--- src/rtl/cfdm_pkg.sv ---
`default_nettype none
// ----------------------------------------------------------------------------
// cfdm_pkg: shared types and constants of the capture frequency/duty meter
// Holds field widths, register indexes, the divider operand codes and the
// command/status bundles between controller and datapath.
// ----------------------------------------------------------------------------
package cfdm_pkg;

  localparam int HZ_W    = 28;
  localparam int TPU_W   = 8;
  localparam int WUS_W   = 16;
  localparam int DUTY_W  = 7;
  localparam int PER_W   = 20;
  localparam int CAP_W   = 16;
  localparam int DIV_W   = 32;
  localparam int DCNT_W  = $clog2(DIV_W + 1);
  localparam int NUM_W   = WUS_W + DUTY_W;

  localparam logic [HZ_W-1:0]   COUNTER_HZ_RST   = 28'd100000000;
  localparam logic [TPU_W-1:0]  TICKS_PER_US_RST = 8'd100;
  localparam logic [PER_W-1:0]  US_PER_SEC       = 20'd1000000;
  localparam logic [DUTY_W-1:0] PCT_FULL         = 7'd100;
  localparam logic [WUS_W-1:0]  WIDTH_MAX        = 16'hFFFF;

  // register index = paddr[2]
  localparam logic REG_COUNTER_HZ   = 1'b0;
  localparam logic REG_TICKS_PER_US = 1'b1;

  localparam logic CHAN_PERIOD = 1'b0;
  localparam logic CHAN_WIDTH  = 1'b1;

  typedef enum logic [1:0] {
    SEL_FREQ,
    SEL_PERIOD,
    SEL_DUTY,
    SEL_WIDTH
  } div_sel_t;

  typedef struct packed {
    logic     capture;
    logic     decide;
    logic     freq_clear;
    logic     width_clear;
    logic     div_start;
    logic     div_load;
    div_sel_t div_sel;
    logic     out_load;
  } cmd_t;

  typedef struct packed {
    logic chan;
    logic phase;
    logic ticks_ok;
    logic tpu_zero;
    logic freq_zero;
    logic width_zero;
    logic period_zero;
    logic div_done;
    logic out_free;
  } sts_t;

endpackage
`default_nettype wire

--- src/rtl/cfdm_div.sv ---
`default_nettype none
// ----------------------------------------------------------------------------
// cfdm_div: iterative unsigned divider
// Restoring division, one quotient bit per cycle. done pulses for one cycle
// with the quotient valid, once all DIV_W quotient bits are formed.
// ----------------------------------------------------------------------------
module cfdm_div (
  input  wire logic                      clk,
  input  wire logic                      rst,
  input  wire logic                      start,
  input  wire logic [cfdm_pkg::DIV_W-1:0] dividend,
  input  wire logic [cfdm_pkg::DIV_W-1:0] divisor,
  output logic                           done,
  output logic [cfdm_pkg::DIV_W-1:0]     quotient
);
  import cfdm_pkg::*;

  logic              active;
  logic [DCNT_W-1:0] step;
  logic [DIV_W:0]    part_rem;
  logic [DIV_W-1:0]  quo;
  logic [DIV_W-1:0]  dvs;

  logic [DIV_W:0] shifted;
  logic [DIV_W:0] trial;

  assign shifted  = {part_rem[DIV_W-1:0], quo[DIV_W-1]};
  assign trial    = shifted - {1'b0, dvs};
  assign quotient = quo;

  always_ff @(posedge clk) begin
    if (rst) begin
      active <= 1'b0;
      done   <= 1'b0;
      step   <= '0;
    end else begin
      done <= 1'b0;
      if (start) begin
        active <= 1'b1;
        step   <= '0;
      end else if (active) begin
        step <= step + 1'b1;
        if (step == DCNT_W'(DIV_W - 1)) begin
          active <= 1'b0;
          done   <= 1'b1;
        end
      end
    end
  end

  always_ff @(posedge clk) begin
    if (start) begin
      part_rem <= '0;
      quo      <= dividend;
      dvs      <= divisor;
    end else if (active) begin
      if (!trial[DIV_W]) begin
        part_rem <= trial;
        quo      <= {quo[DIV_W-2:0], 1'b1};
      end else begin
        part_rem <= shifted;
        quo      <= {quo[DIV_W-2:0], 1'b0};
      end
    end
  end

endmodule
`default_nettype wire

--- src/rtl/cfdm_regs.sv ---
`default_nettype none
// ----------------------------------------------------------------------------
// cfdm_regs: configuration registers on the APB-style port
// counter_hz at 0x0, ticks_per_us at 0x4. No wait states.
// ----------------------------------------------------------------------------
module cfdm_regs (
  input  wire logic                       clk,
  input  wire logic                       rst,
  input  wire logic                       psel,
  input  wire logic                       penable,
  input  wire logic                       pwrite,
  input  wire logic [2:0]                 paddr,
  input  wire logic [31:0]                pwdata,
  output logic [31:0]                     prdata,
  output logic                            pready,
  output logic [cfdm_pkg::HZ_W-1:0]       counter_hz,
  output logic [cfdm_pkg::TPU_W-1:0]      ticks_per_us
);
  import cfdm_pkg::*;

  logic wr_en;

  assign pready = 1'b1;
  assign wr_en  = psel && penable && pwrite;

  always_ff @(posedge clk) begin
    if (rst) begin
      counter_hz   <= COUNTER_HZ_RST;
      ticks_per_us <= TICKS_PER_US_RST;
    end else if (wr_en) begin
      unique case (paddr[2])
        REG_COUNTER_HZ:   counter_hz   <= pwdata[HZ_W-1:0];
        REG_TICKS_PER_US: ticks_per_us <= pwdata[TPU_W-1:0];
        default: ;
      endcase
    end
  end

  always_comb begin
    unique case (paddr[2])
      REG_COUNTER_HZ:   prdata = 32'(counter_hz);
      REG_TICKS_PER_US: prdata = 32'(ticks_per_us);
      default:          prdata = '0;
    endcase
  end

endmodule
`default_nettype wire

--- src/rtl/cfdm_datapath.sv ---
`default_nettype none
// ----------------------------------------------------------------------------
// cfdm_datapath: capture registers, measurement registers, shared divider
// Holds per-channel phase and start values, forms the tick count, feeds the
// divider and keeps the result register for the output channel.
// ----------------------------------------------------------------------------
module cfdm_datapath #(
  parameter int COUNTER_WIDTH = 16
) (
  input  wire logic                          clk,
  input  wire logic                          rst,
  input  wire cfdm_pkg::cmd_t                cmd,
  output cfdm_pkg::sts_t                     sts,
  input  wire logic                          channel,
  input  wire logic [cfdm_pkg::CAP_W-1:0]    capture_count,
  input  wire logic [cfdm_pkg::HZ_W-1:0]     counter_hz,
  input  wire logic [cfdm_pkg::TPU_W-1:0]    ticks_per_us,
  input  wire logic                          out_ready,
  output logic                               out_valid,
  output logic [cfdm_pkg::HZ_W-1:0]          frequency_out,
  output logic [cfdm_pkg::WUS_W-1:0]         width_us_out,
  output logic [cfdm_pkg::DUTY_W-1:0]        duty_out,
  output logic                               period_done,
  output logic                               width_done
);
  import cfdm_pkg::*;

  logic                     chan_q;
  logic [COUNTER_WIDTH-1:0] cnt_q;
  logic                     period_phase;
  logic                     width_phase;
  logic [COUNTER_WIDTH-1:0] period_start;
  logic [COUNTER_WIDTH-1:0] width_start;
  logic                     is_end;
  logic [HZ_W-1:0]          frequency_reg;
  logic [WUS_W-1:0]         width_us_reg;
  logic [DUTY_W-1:0]        duty_reg;
  logic [PER_W-1:0]         cycle_us;

  logic [COUNTER_WIDTH-1:0] ticks;
  logic [NUM_W-1:0]         duty_num;
  logic [DIV_W-1:0]         div_a;
  logic [DIV_W-1:0]         div_b;
  logic [DIV_W-1:0]         div_q;
  logic                     div_done;

  assign ticks    = cnt_q - ((chan_q == CHAN_WIDTH) ? width_start : period_start);
  assign duty_num = NUM_W'(width_us_reg) * NUM_W'(PCT_FULL);

  always_comb begin
    unique case (cmd.div_sel)
      SEL_FREQ: begin
        div_a = DIV_W'(counter_hz);
        div_b = DIV_W'(ticks);
      end
      SEL_PERIOD: begin
        div_a = DIV_W'(US_PER_SEC);
        div_b = DIV_W'(frequency_reg);
      end
      SEL_DUTY: begin
        div_a = DIV_W'(duty_num);
        div_b = DIV_W'(cycle_us);
      end
      SEL_WIDTH: begin
        div_a = DIV_W'(ticks);
        div_b = DIV_W'(ticks_per_us);
      end
      default: begin
        div_a = '0;
        div_b = '0;
      end
    endcase
  end

  cfdm_div u_div (
    .clk      (clk),
    .rst      (rst),
    .start    (cmd.div_start),
    .dividend (div_a),
    .divisor  (div_b),
    .done     (div_done),
    .quotient (div_q)
  );

  always_comb begin
    sts.chan        = chan_q;
    sts.phase       = (chan_q == CHAN_WIDTH) ? width_phase : period_phase;
    sts.ticks_ok    = (ticks != '0) && (ticks != '1);
    sts.tpu_zero    = (ticks_per_us == '0);
    sts.freq_zero   = (frequency_reg == '0);
    sts.width_zero  = (width_us_reg == '0);
    sts.period_zero = (cycle_us == '0);
    sts.div_done    = div_done;
    sts.out_free    = !out_valid || out_ready;
  end

  always_ff @(posedge clk) begin
    if (cmd.capture) begin
      chan_q <= channel;
      cnt_q  <= COUNTER_WIDTH'(capture_count);
    end
    if (cmd.div_load && cmd.div_sel == SEL_PERIOD) begin
      cycle_us <= div_q[PER_W-1:0];
    end
  end

  always_ff @(posedge clk) begin
    if (rst) begin
      period_phase  <= 1'b0;
      width_phase   <= 1'b0;
      period_start  <= '0;
      width_start   <= '0;
      is_end        <= 1'b0;
      frequency_reg <= '0;
      width_us_reg  <= '0;
      duty_reg      <= '0;
    end else begin
      if (cmd.decide) begin
        if (chan_q == CHAN_PERIOD) begin
          if (!period_phase) period_start <= cnt_q;
          period_phase <= !period_phase;
          is_end       <= period_phase;
        end else begin
          if (!width_phase) width_start <= cnt_q;
          width_phase <= !width_phase;
          is_end      <= width_phase;
        end
      end
      if (cmd.freq_clear)  frequency_reg <= '0;
      if (cmd.width_clear) width_us_reg  <= '0;
      if (cmd.div_load) begin
        unique case (cmd.div_sel)
          SEL_FREQ:   frequency_reg <= div_q[HZ_W-1:0];
          SEL_PERIOD: ;
          SEL_DUTY:   duty_reg <= (div_q > DIV_W'(PCT_FULL)) ? PCT_FULL : div_q[DUTY_W-1:0];
          SEL_WIDTH:  width_us_reg <= (div_q > DIV_W'(WIDTH_MAX)) ? WIDTH_MAX
                                                                  : div_q[WUS_W-1:0];
          default: ;
        endcase
      end
    end
  end

  // result register: lets the next transfer in while this one waits
  always_ff @(posedge clk) begin
    if (rst) begin
      out_valid <= 1'b0;
    end else if (cmd.out_load) begin
      out_valid <= 1'b1;
    end else if (out_ready) begin
      out_valid <= 1'b0;
    end
  end

  always_ff @(posedge clk) begin
    if (cmd.out_load) begin
      frequency_out <= frequency_reg;
      width_us_out  <= width_us_reg;
      duty_out      <= duty_reg;
      period_done   <= is_end && (chan_q == CHAN_PERIOD);
      width_done    <= is_end && (chan_q == CHAN_WIDTH);
    end
  end

  a_duty_range: assert property (@(posedge clk) disable iff (rst)
    duty_reg <= PCT_FULL)
    else $error("duty register above full scale");

  a_freq_bound: assert property (@(posedge clk) disable iff (rst)
    (cmd.div_load && cmd.div_sel == SEL_FREQ) |-> (div_q <= DIV_W'(counter_hz)))
    else $error("frequency quotient exceeds counter_hz");

  a_out_no_overrun: assert property (@(posedge clk) disable iff (rst)
    cmd.out_load |-> (!out_valid || out_ready))
    else $error("result register overwritten before transfer");

endmodule
`default_nettype wire

--- src/rtl/cfdm_ctrl.sv ---
`default_nettype none
// ----------------------------------------------------------------------------
// cfdm_ctrl: sequencing of one capture event
// Decides start or end per channel, runs the divisions in order and loads
// the result register.
// ----------------------------------------------------------------------------
module cfdm_ctrl (
  input  wire logic           clk,
  input  wire logic           rst,
  input  wire logic           in_valid,
  output logic                in_ready,
  input  wire cfdm_pkg::sts_t sts,
  output cfdm_pkg::cmd_t      cmd
);
  import cfdm_pkg::*;

  typedef enum logic [3:0] {
    S_IDLE,
    S_DECIDE,
    S_FREQ,
    S_FREQ_WAIT,
    S_DUTY_CHECK,
    S_PERIOD,
    S_PERIOD_WAIT,
    S_PERIOD_CHECK,
    S_DUTY,
    S_DUTY_WAIT,
    S_WIDTH,
    S_WIDTH_WAIT,
    S_EMIT
  } state_t;

  state_t state;
  state_t state_next;

  assign in_ready = (state == S_IDLE);

  always_comb begin
    cmd            = '0;
    cmd.div_sel    = SEL_FREQ;
    state_next     = state;
    unique case (state)
      S_IDLE: begin
        cmd.capture = in_valid;
        if (in_valid) state_next = S_DECIDE;
      end
      S_DECIDE: begin
        cmd.decide = 1'b1;
        if (!sts.phase) begin
          state_next = S_EMIT;
        end else if (sts.chan == CHAN_PERIOD) begin
          if (sts.ticks_ok) begin
            state_next = S_FREQ;
          end else begin
            cmd.freq_clear = 1'b1;
            state_next     = S_DUTY_CHECK;
          end
        end else if (sts.tpu_zero) begin
          cmd.width_clear = 1'b1;
          state_next      = S_EMIT;
        end else begin
          state_next = S_WIDTH;
        end
      end
      S_FREQ: begin
        cmd.div_sel   = SEL_FREQ;
        cmd.div_start = 1'b1;
        state_next    = S_FREQ_WAIT;
      end
      S_FREQ_WAIT: begin
        cmd.div_sel  = SEL_FREQ;
        cmd.div_load = sts.div_done;
        if (sts.div_done) state_next = S_DUTY_CHECK;
      end
      S_DUTY_CHECK: begin
        state_next = (sts.freq_zero || sts.width_zero) ? S_EMIT : S_PERIOD;
      end
      S_PERIOD: begin
        cmd.div_sel   = SEL_PERIOD;
        cmd.div_start = 1'b1;
        state_next    = S_PERIOD_WAIT;
      end
      S_PERIOD_WAIT: begin
        cmd.div_sel  = SEL_PERIOD;
        cmd.div_load = sts.div_done;
        if (sts.div_done) state_next = S_PERIOD_CHECK;
      end
      S_PERIOD_CHECK: begin
        // a period below one microsecond leaves the duty as it was
        state_next = sts.period_zero ? S_EMIT : S_DUTY;
      end
      S_DUTY: begin
        cmd.div_sel   = SEL_DUTY;
        cmd.div_start = 1'b1;
        state_next    = S_DUTY_WAIT;
      end
      S_DUTY_WAIT: begin
        cmd.div_sel  = SEL_DUTY;
        cmd.div_load = sts.div_done;
        if (sts.div_done) state_next = S_EMIT;
      end
      S_WIDTH: begin
        cmd.div_sel   = SEL_WIDTH;
        cmd.div_start = 1'b1;
        state_next    = S_WIDTH_WAIT;
      end
      S_WIDTH_WAIT: begin
        cmd.div_sel  = SEL_WIDTH;
        cmd.div_load = sts.div_done;
        if (sts.div_done) state_next = S_EMIT;
      end
      S_EMIT: begin
        cmd.out_load = sts.out_free;
        if (sts.out_free) state_next = S_IDLE;
      end
      default: state_next = S_IDLE;
    endcase
  end

  always_ff @(posedge clk) begin
    if (rst) begin
      state <= S_IDLE;
    end else begin
      state <= state_next;
    end
  end

  a_done_in_wait: assert property (@(posedge clk) disable iff (rst)
    sts.div_done |-> (state == S_FREQ_WAIT || state == S_PERIOD_WAIT ||
                      state == S_DUTY_WAIT || state == S_WIDTH_WAIT))
    else $error("divider finished outside a wait state");

  a_capture_then_decide: assert property (@(posedge clk) disable iff (rst)
    cmd.capture |=> (state == S_DECIDE))
    else $error("accepted transfer not decoded next cycle");

  a_start_idle_div: assert property (@(posedge clk) disable iff (rst)
    cmd.div_start |=> !sts.div_done)
    else $error("divider done right after start");

endmodule
`default_nettype wire

--- src/rtl/capture_frequency_duty_meter.sv ---
`default_nettype none
// ----------------------------------------------------------------------------
// capture_frequency_duty_meter: input capture frequency and duty meter
// Pairs start/end captures per channel and reports frequency, pulse width
// and duty cycle after every capture event.
// ----------------------------------------------------------------------------
// One capture event is taken at a time and gives one result. All divisions
// run on a single shared 32-step restoring divider. A start capture goes
// straight to the result load; a width end runs the width division (none
// with ticks_per_us at 0); a period end runs the frequency division when
// the tick count is in range and then the period and duty divisions when
// their operands allow. The next input transfer is taken once the current
// result is in the output register, even if that result has not been
// transferred out yet. counter_hz sits at byte address 0x0 and
// ticks_per_us at 0x4; write them only while no event is in flight.
module capture_frequency_duty_meter #(
  parameter int COUNTER_WIDTH = 16
) (
  input  wire logic                       clk,
  input  wire logic                       rst,
  input  wire logic                       psel,
  input  wire logic                       penable,
  input  wire logic                       pwrite,
  input  wire logic [2:0]                 paddr,
  input  wire logic [31:0]                pwdata,
  output logic [31:0]                     prdata,
  output logic                            pready,
  input  wire logic                       in_valid,
  output logic                            in_ready,
  input  wire logic                       channel,
  input  wire logic [cfdm_pkg::CAP_W-1:0] capture_count,
  output logic                            out_valid,
  input  wire logic                       out_ready,
  output logic [cfdm_pkg::HZ_W-1:0]       frequency_out,
  output logic [cfdm_pkg::WUS_W-1:0]      width_us_out,
  output logic [cfdm_pkg::DUTY_W-1:0]     duty_out,
  output logic                            period_done,
  output logic                            width_done
);
  import cfdm_pkg::*;

  logic [HZ_W-1:0]  counter_hz;
  logic [TPU_W-1:0] ticks_per_us;
  cmd_t             cmd;
  sts_t             sts;

  cfdm_regs u_regs (
    .clk          (clk),
    .rst          (rst),
    .psel         (psel),
    .penable      (penable),
    .pwrite       (pwrite),
    .paddr        (paddr),
    .pwdata       (pwdata),
    .prdata       (prdata),
    .pready       (pready),
    .counter_hz   (counter_hz),
    .ticks_per_us (ticks_per_us)
  );

  cfdm_ctrl u_ctrl (
    .clk      (clk),
    .rst      (rst),
    .in_valid (in_valid),
    .in_ready (in_ready),
    .sts      (sts),
    .cmd      (cmd)
  );

  cfdm_datapath #(
    .COUNTER_WIDTH (COUNTER_WIDTH)
  ) u_dp (
    .clk           (clk),
    .rst           (rst),
    .cmd           (cmd),
    .sts           (sts),
    .channel       (channel),
    .capture_count (capture_count),
    .counter_hz    (counter_hz),
    .ticks_per_us  (ticks_per_us),
    .out_ready     (out_ready),
    .out_valid     (out_valid),
    .frequency_out (frequency_out),
    .width_us_out  (width_us_out),
    .duty_out      (duty_out),
    .period_done   (period_done),
    .width_done    (width_done)
  );

endmodule
`default_nettype wire
--- config.mk ---
export PLATFORM = sky130hd
export DESIGN_NAME = capture_frequency_duty_meter
export DESIGN_NICKNAME = d
export VERILOG_FILES = /design/src/rtl/cfdm_pkg.sv /design/src/rtl/cfdm_div.sv /design/src/rtl/cfdm_regs.sv /design/src/rtl/cfdm_datapath.sv /design/src/rtl/cfdm_ctrl.sv /design/src/rtl/capture_frequency_duty_meter.sv
export SDC_FILE = /design/constraint.sdc
export NUM_CORES = 1
export LEC_CHECK = 0
export ABC_AREA = 0
export ABC_CLOCK_PERIOD_IN_PS = 11200
export BUFFER_PORTS_ARGS = -buffer_cell sky130_fd_sc_hd__buf_2
export CORE_UTILIZATION = 62
export DETAILED_ROUTE_END_ITERATION = 10
export PLACE_DENSITY = 0.89
export RECOVER_POWER = 25
export SETUP_SLACK_MARGIN = 0.15
export SLEW_MARGIN = 15
export SYNTH_ARGS = -nofsm -noshare
export SYNTH_HDL_FRONTEND = slang
export SYNTH_SLANG_ARGS = --single-unit
--- constraint.sdc ---
create_clock -name clk -period 11.2 [get_ports clk]
set_input_delay 2.8 -clock clk [delete_from_list [all_inputs] [get_ports clk]]
set_output_delay 2.8 -clock clk [all_outputs]
set_load 0.05 [all_outputs]
==> results of run 1 <==
==> layout make-up <==
type                            instances  area [sq um]  share of cell area [%]
Multi-Input combinational cell       1214          8090                    43.3
Sequential cell                       317          7850                    42.0
Clock buffer                           51          1050                    5.63
Timing Repair Buffer                  153           810                    4.33
Tap cell                              335           419                    2.24
Inverter                              105           394                    2.11
Clock inverter                         11          62.6                   0.335
Antenna cell                            1          2.50                  0.0134
==> worst max path at each step <==
| stage | from | to | slack (ps) | depth (start not counted) |
|---|---|---|---|---|
| after floorplan | paddr[2] | prdata[17] | 4450 | 3 |
| after global placement | paddr[2] | prdata[7] | 4610 | 3 |
| after detailed placement | paddr[2] | prdata[6] | 4560 | 3 |
| after CTS | paddr[2] | prdata[6] | 4550 | 3 |
| after global routing | paddr[2] | prdata[5] | 4500 | 3 |
| final | paddr[2] | prdata[3] | 4540 | 3 |
==> logic make-up (layout without fill, tap and decap cells) <==
family | Yosys count | count (layout) | share of synthesized area, %
compound gates | 436 | 436 | 16.7
mux | 56 | 56 | 3.47
xor+xnor | 55 | 55 | 2.89
fa+ha+maj | 120 | 120 | 9.59
flops | 317 | 317 | 47.1
simple gates | 542 | 542 | 15.5
buf+inv | 196 | 320 | 4.65
other cells | 2 | 6 | 0.0451
==> power by group <==
part	total, mW	internal [mW]	switching (mW)
Clock	1.11	0.652	0.456
Combinational	2.18	0.786	1.40
Sequential	1.82	1.57	0.250
Total	5.11	3.01	2.10
==> metal layers <==
layer,global-route usage (%),vias to the layer above,routed length (microns)
met4,17.6,0,2630
met3,5.74,236,4870
met5,0,-,0
met2,51.9,1022,20500
li1,-,6397,-
met1,40.8,6644,17000
==> synthesized netlist by cell type (all sizes together) (3+ instances only) <==
library cell	number	area, sq um
nor3	54	270
a311oi	3	32.5
ha	107	1340
o21bai	7	52.6
mux2i	45	450
a31oi	23	150
o221ai	3	26.3
a221o	5	50.1
nand3b	18	135
a221oi	4	35.0
nand4	13	81.3
o211ai	11	82.6
nor4b	3	26.3
nand2	215	807
o311ai	5	61.3
or2	6	40.0
a21oi	156	781
a211oi	24	193
dfxtp	167	3340
and2	11	68.8
clkbuf	73	274
xor2	24	210
nor2b	33	206
inv	105	394
mux2	11	128
o31a	3	26.3
xnor2	31	272
a22oi	10	75.1
buf	18	106
and4	4	35.0
o21ai	84	420
nor2	86	323
nand3	27	135
o22a	3	26.3
a22o	32	280
edfxtp	150	4500
nand2b	10	62.6
and3	19	119
nor4	28	175
o21a	20	150
a21boi	3	22.5
a21o	24	180
or3	9	56.3
fa	13	260
o31ai	3	22.5
==> metrics by stage <==
stage,hold slack [ps],cell area [sq um]
floorplan,409,16700
global placement,419,17600
detailed placement,418,17600
CTS,447,18700
global route,457,18700
finish,445,18700
==> critical path: cells and delay by family <==
| family | cells | cell delay, ps |
|---|---|---|
| buffers and inverters | 2 | 650 |
| muxes | 1 | 400 |
==> qor.yml, run 1 <==
cts:
  clk_pin_slew_worst_paths_ps: 60
  post_cts_buffers: 0
  root_buffer: "clkbuf_16"
  clk_latency_ps: 520
  cts_htree_levels: 2
  cts.sinks: 317
  clockBufferDepth: 3
  cts-resized-gates: 0
  ctsHoldBuffers: 0
  cts_tree: "yes"
  numCtsBuffers: 34
synthesis:
  ys_types: 74
  async_reset_ff_share_pct: 0
  syn_inst: 1724
  synth_area_sq_mm: 0.0167
  synth_ff_type: "dfxtp_1"
  avgSynthCellArea_sq_um: 9.67
  yosysWarningCount: 0
  synth_edf_count: 150
  synth-seq-area-share_pct: 47.1
  ys_seq_elements: 317
timing:
  setup_viol: 0
  slew_violations: 67
  tns_ps: 0
  finalClockSkew_ps: 18.9
  fin_ws_ps: 4540
  fin_crit_sh_pct: 59.4
  relSlewSlack_pct: -32.5
  worst_pin_slew_ps: 1990
  hold_viol: 0
  max_freq_mhz: 150
  period_needed_ps: 6660
  rsz0062_at_grt: "false"
worst_setup_path:
  required_ps: 8400
  reg2reg_depth: 15
  r2r-end: "u_dp.frequency_reg[25]$_SDFF_PP0_"
  crit_arrival_ps: 3860
  cp_slowest_cell: "buf_2"
  crit_path_frequent_cell: "buf_2"
  worst-path-max-fanout: 31
  path_class: "in -> out"
  path_cells: "buf_2 -> mux2_2 -> buf_2"
  cpPeakStageDelay_ps: 440
  worst_setup_path_end_kind: "primary output"
  reg2reg_slack_ps: 5590
  start_kind: "input port"
  worstReg2RegStart: "u_dp.chan_q$_DFFE_PP_"
routing:
  vias: 14300
  dr.pass1.iters: 9
  drtIter0Drc: 1799
  vias_per_cell: 6.54
  postRouteAntennaNets: 0
  wl_per_cell_microns: 20.6
  wl_mm: 45.0
  drc: 8
cells_and_area:
  final_cells: 2187
  layout_common_cells: "nand2_1, dfxtp_1, a21oi_1"
  post-route-util_pct: 71.3
  area_delta_synth_final_pct: 12.1
  drive_gt1_share_pct: 12.3
  nets: 2004
  final_common_cell: "nand2_1"
  fillers: 1709
placed_design:
  io_buffer_count: 135
  dp_slack_ps: 4560
  gp_congestion: 0.983
  dp_hpwl_mm: 30.6
  placedCellCount: 2123
die:
  ioPinCount: 147
  die_x_microns: 166
  die_y_microns: 166
  core_sq_mm: 0.0262
  die-area_sq_mm: 0.0275
  start_util_pct: 63.6
  rows: 59
worst_hold_path:
  hold_start: "u_dp.duty_reg[5]$_SDFFE_PP0P_"
  holdPathStages: 0
  hold_path_end: "u_dp.duty_out[5]$_DFFE_PP_"
  min_path_type: "reg -> reg"
outcome:
  violations: "design-rule violations, max-capacitance violations, max-slew violations"
  outcome: "finished with violations"
grt:
  overflow: 0
  grt_pass1_wl_mm: 70.8
  first_global_vias: 13500
  grt_max_degree: 84
  grt_usage_pct: 32.0
  antenna_found_initial: 2
pwr:
  ir_worst_vdd_uv: 178
  p_leak_nw: 7.71
  finalPower_mw: 5.11
  p_per_area_mw_per_mm2: 274
job:
  maxCapViolations: 2
(Power assumes the default switching activity.)
==> inputs of run 2 (changes only) <==
Settings changed: ABC_CLOCK_PERIOD_IN_PS 11200 to 6400, CORE_UTILIZATION 62 to 60, PLACE_DENSITY 0.89 to 0.86.
Clock period 11.2 ns to 6.4 ns, I/O delays scaled along.
==> run 2 against run 1 <==
The flow finishes with violations (max-capacitance violations, max-slew violations); die area rose by 3.3%; sequential share of layout area fell by 0.15 points; routed wire length fell by 3.1%; clock skew shrank 6.3 ps; register-to-register slack worse by 4300 ps; core utilization down 2.1 points; sequential cell count unchanged; critical endpoint is now u_dp.frequency_reg[12]$_SDFF_PP0_; largest power group unchanged.
==> qor.yml, run 2 (synthesis gave the netlist of run 1 again) <==
timing:
  fin_crit_sh_pct: 80.5
  period_needed_ps: 5150
  finalClockSkew_ps: 12.7  # was 18.9 ps
  rsz0062_at_grt: "false"  # unchanged
  whs_ps: 443  # was 445 ps
  hold_viol: 0  # unchanged
  worst_pin_slew_ps: 2160  # was 1990 ps
  relSlewSlack_pct: -44.3  # was -32.5%
  tns_ps: 0  # unchanged
  slew_violations: 23  # was 67
  setup_viol: 0  # unchanged
  max_freq_mhz: 194
outcome:
  violations: "max-capacitance violations, max-slew violations"  # was design-rule violations, max-capacitance violations, max-slew violations
  outcome: "finished with violations"  # unchanged
die:
  start_util_pct: 61.5  # was 63.6%
  die_x_microns: 169  # was 166 microns
  rows: 60  # was 59
  die-area_sq_mm: 0.0284  # was 0.0275 sq mm
  ioPinCount: 147  # unchanged
  die_y_microns: 169  # was 166 microns
  core_sq_mm: 0.0271  # was 0.0262 sq mm
grt:
  first_global_vias: 13200  # was 13500
  grt_usage_pct: 30.7  # was 32.0%
  overflow: 0  # unchanged
  grt_pass1_wl_mm: 69.0  # was 70.8 mm
  antenna_found_initial: 2  # unchanged
  grt_max_degree: 70  # was 84
placed_design:
  gp_congestion: 0.930  # was 0.983
  placedCellCount: 2161  # was 2123
  dp_hpwl_mm: 30.9  # was 30.6 mm
  io_buffer_count: 135  # unchanged
pwr:
  power_frac_comb_pct: 41.8  # was 42.7%
  p_int_mw: 5.31  # was 3.01 mW
  pwr-share-seq_pct: 36.0  # was 35.6%
  p_per_area_mw_per_mm2: 477  # was 274 mW/mm^2
  p_leak_nw: 7.73  # was 7.71 nW
  switchingPower_mw: 3.63  # was 2.10 mW
  pwr-share-clk_pct: 22.3  # was 21.7%
  switching_share_pct: 40.6  # was 41.2%
  ir_worst_vdd_uv: 319  # was 178 uV
routing:
  drc: 0  # was 8
  vias: 13800  # was 14300
  wl_per_cell_microns: 19.6  # was 20.6 microns
  postRouteAntennaNets: 0  # unchanged
  vias_per_cell: 6.20  # was 6.54
  wl_mm: 43.6  # was 45.0 mm
  drtIter0Drc: 1605  # was 1799
  dr.pass1.iters: 7  # was 9
cts:
  cts-resized-gates: 0  # unchanged
  clk_latency_ps: 510  # was 520 ps
  cts_htree_levels: 2  # unchanged
  numCtsBuffers: 34  # unchanged
  post_cts_buffers: 0  # unchanged
  clk_pin_slew_worst_paths_ps: 60  # about the same
  cts_tree: "yes"  # unchanged
  ctsHoldBuffers: 0  # unchanged
  clockBufferDepth: 3  # unchanged
  cts.sinks: 317  # unchanged
  root_buffer: "clkbuf_16"  # unchanged
worst_setup_path:
  path_class: "reg -> reg"  # was in -> out
  crit_arrival_ps: 5600  # was 3860 ps
  reg2reg_slack_ps: 1250  # was 5590 ps
  worst_setup_path_end_kind: "register"  # was primary output
  required_ps: 6850  # was 8400 ps
  start_kind: "register"  # was input port
  worst-path-max-fanout: 28  # was 31
cells_and_area:
  drive_gt1_share_pct: 12.5  # was 12.3%
  multi_input_area_sq_mm: 0.00809  # about the same
  fillers: 2010  # was 1709
  layout_common_cells: "nand2_1, dfxtp_1, a21oi_1"  # unchanged
  nets: 2004  # unchanged
  final_cells: 2224  # was 2187
  final_common_cell: "nand2_1"  # unchanged
  seqCellArea_sq_mm: 0.00785  # unchanged
  area_delta_synth_final_pct: 12.4  # was 12.1%
worst_hold_path:
  min_path_type: "reg -> reg"  # unchanged
job:
  maxCapViolations: 1  # was 2
run 2: path summary, 6_finish.rpt:
| path | start | endpoint | depth (start not counted) |
|---|---|---|---|
| max | u_dp.chan_q$_DFFE_PP_ | u_dp.frequency_reg[12]$_SDFF_PP0_ | 14 |
| min | u_dp.duty_reg[3]$_SDFFE_PP0P_ | u_dp.duty_out[3]$_DFFE_PP_ | 0 |
| max reg2reg | u_dp.chan_q$_DFFE_PP_ | u_dp.frequency_reg[12]$_SDFF_PP0_ | 14 |
| min reg2reg | u_dp.duty_reg[3]$_SDFFE_PP0P_ | u_dp.duty_out[3]$_DFFE_PP_ | 0 |
run 2: power groups by stage:
stage / clock network, mW / registers, mW / logic (mW)
6_report: 1.99 / 3.22 / 3.74
4_1_cts: 2.00 / 3.18 / 3.68
5_1_grt: 2.08 / 3.24 / 4.10
2_1_floorplan: 0 / 3.07 / 2.80
3_5_place_dp: 0 / 3.21 / 3.65
3_3_place_gp: 0 / 3.19 / 3.52
run 2: layout make-up:
cell class | instances | share of cell area [%]
clock inverters | 11 | 0.588
well taps | 372 | 2.48
inverters | 105 | 2.10
repair buffers | 153 | 4.29
clock buffers | 51 | 5.49
flip-flops and latches | 317 | 41.9
diodes | 1 | 0.0134
multi-input cells | 1214 | 43.1
run 2: critical path, cell delays in order, from the launching register on:
cell and delay, ps:
edfxtp_1 660, clkbuf_1 940, mux2i_1 190, ha_1 270, or2_4 270, o311ai_4 340, a31oi_2 200, a311oi_2 310
xor2_1 550, a21oi_1 70, and4_1 200, mux2_4 300, a211oi_4 220, buf_4 340, a22o_1 200
run 2: layer usage:
metal | vias to the layer above | global-route usage [%] | wire length [microns]
li1 | 6394 | - | -
met1 | 6440 | 39.4 | 17100
met2 | 795 | 49.8 | 20000
met3 | 158 | 6.34 | 4470
met4 | 2 | 14.5 | 2020
met5 | - | 0 | 13
run 2: per-stage QoR:
stage	area, sq um	power, mW	util [%]	worst slack, ps
2_1_floorplan	16700	5.87	-	2000
3_3_place_gp	17600	6.71	65.0	2120
3_5_place_dp	17600	6.87	65.0	1990
4_1_cts	18800	8.86	69.2	1960
5_1_grt	18700	9.41	69.1	1070
6_report	18700	8.95	69.2	1250
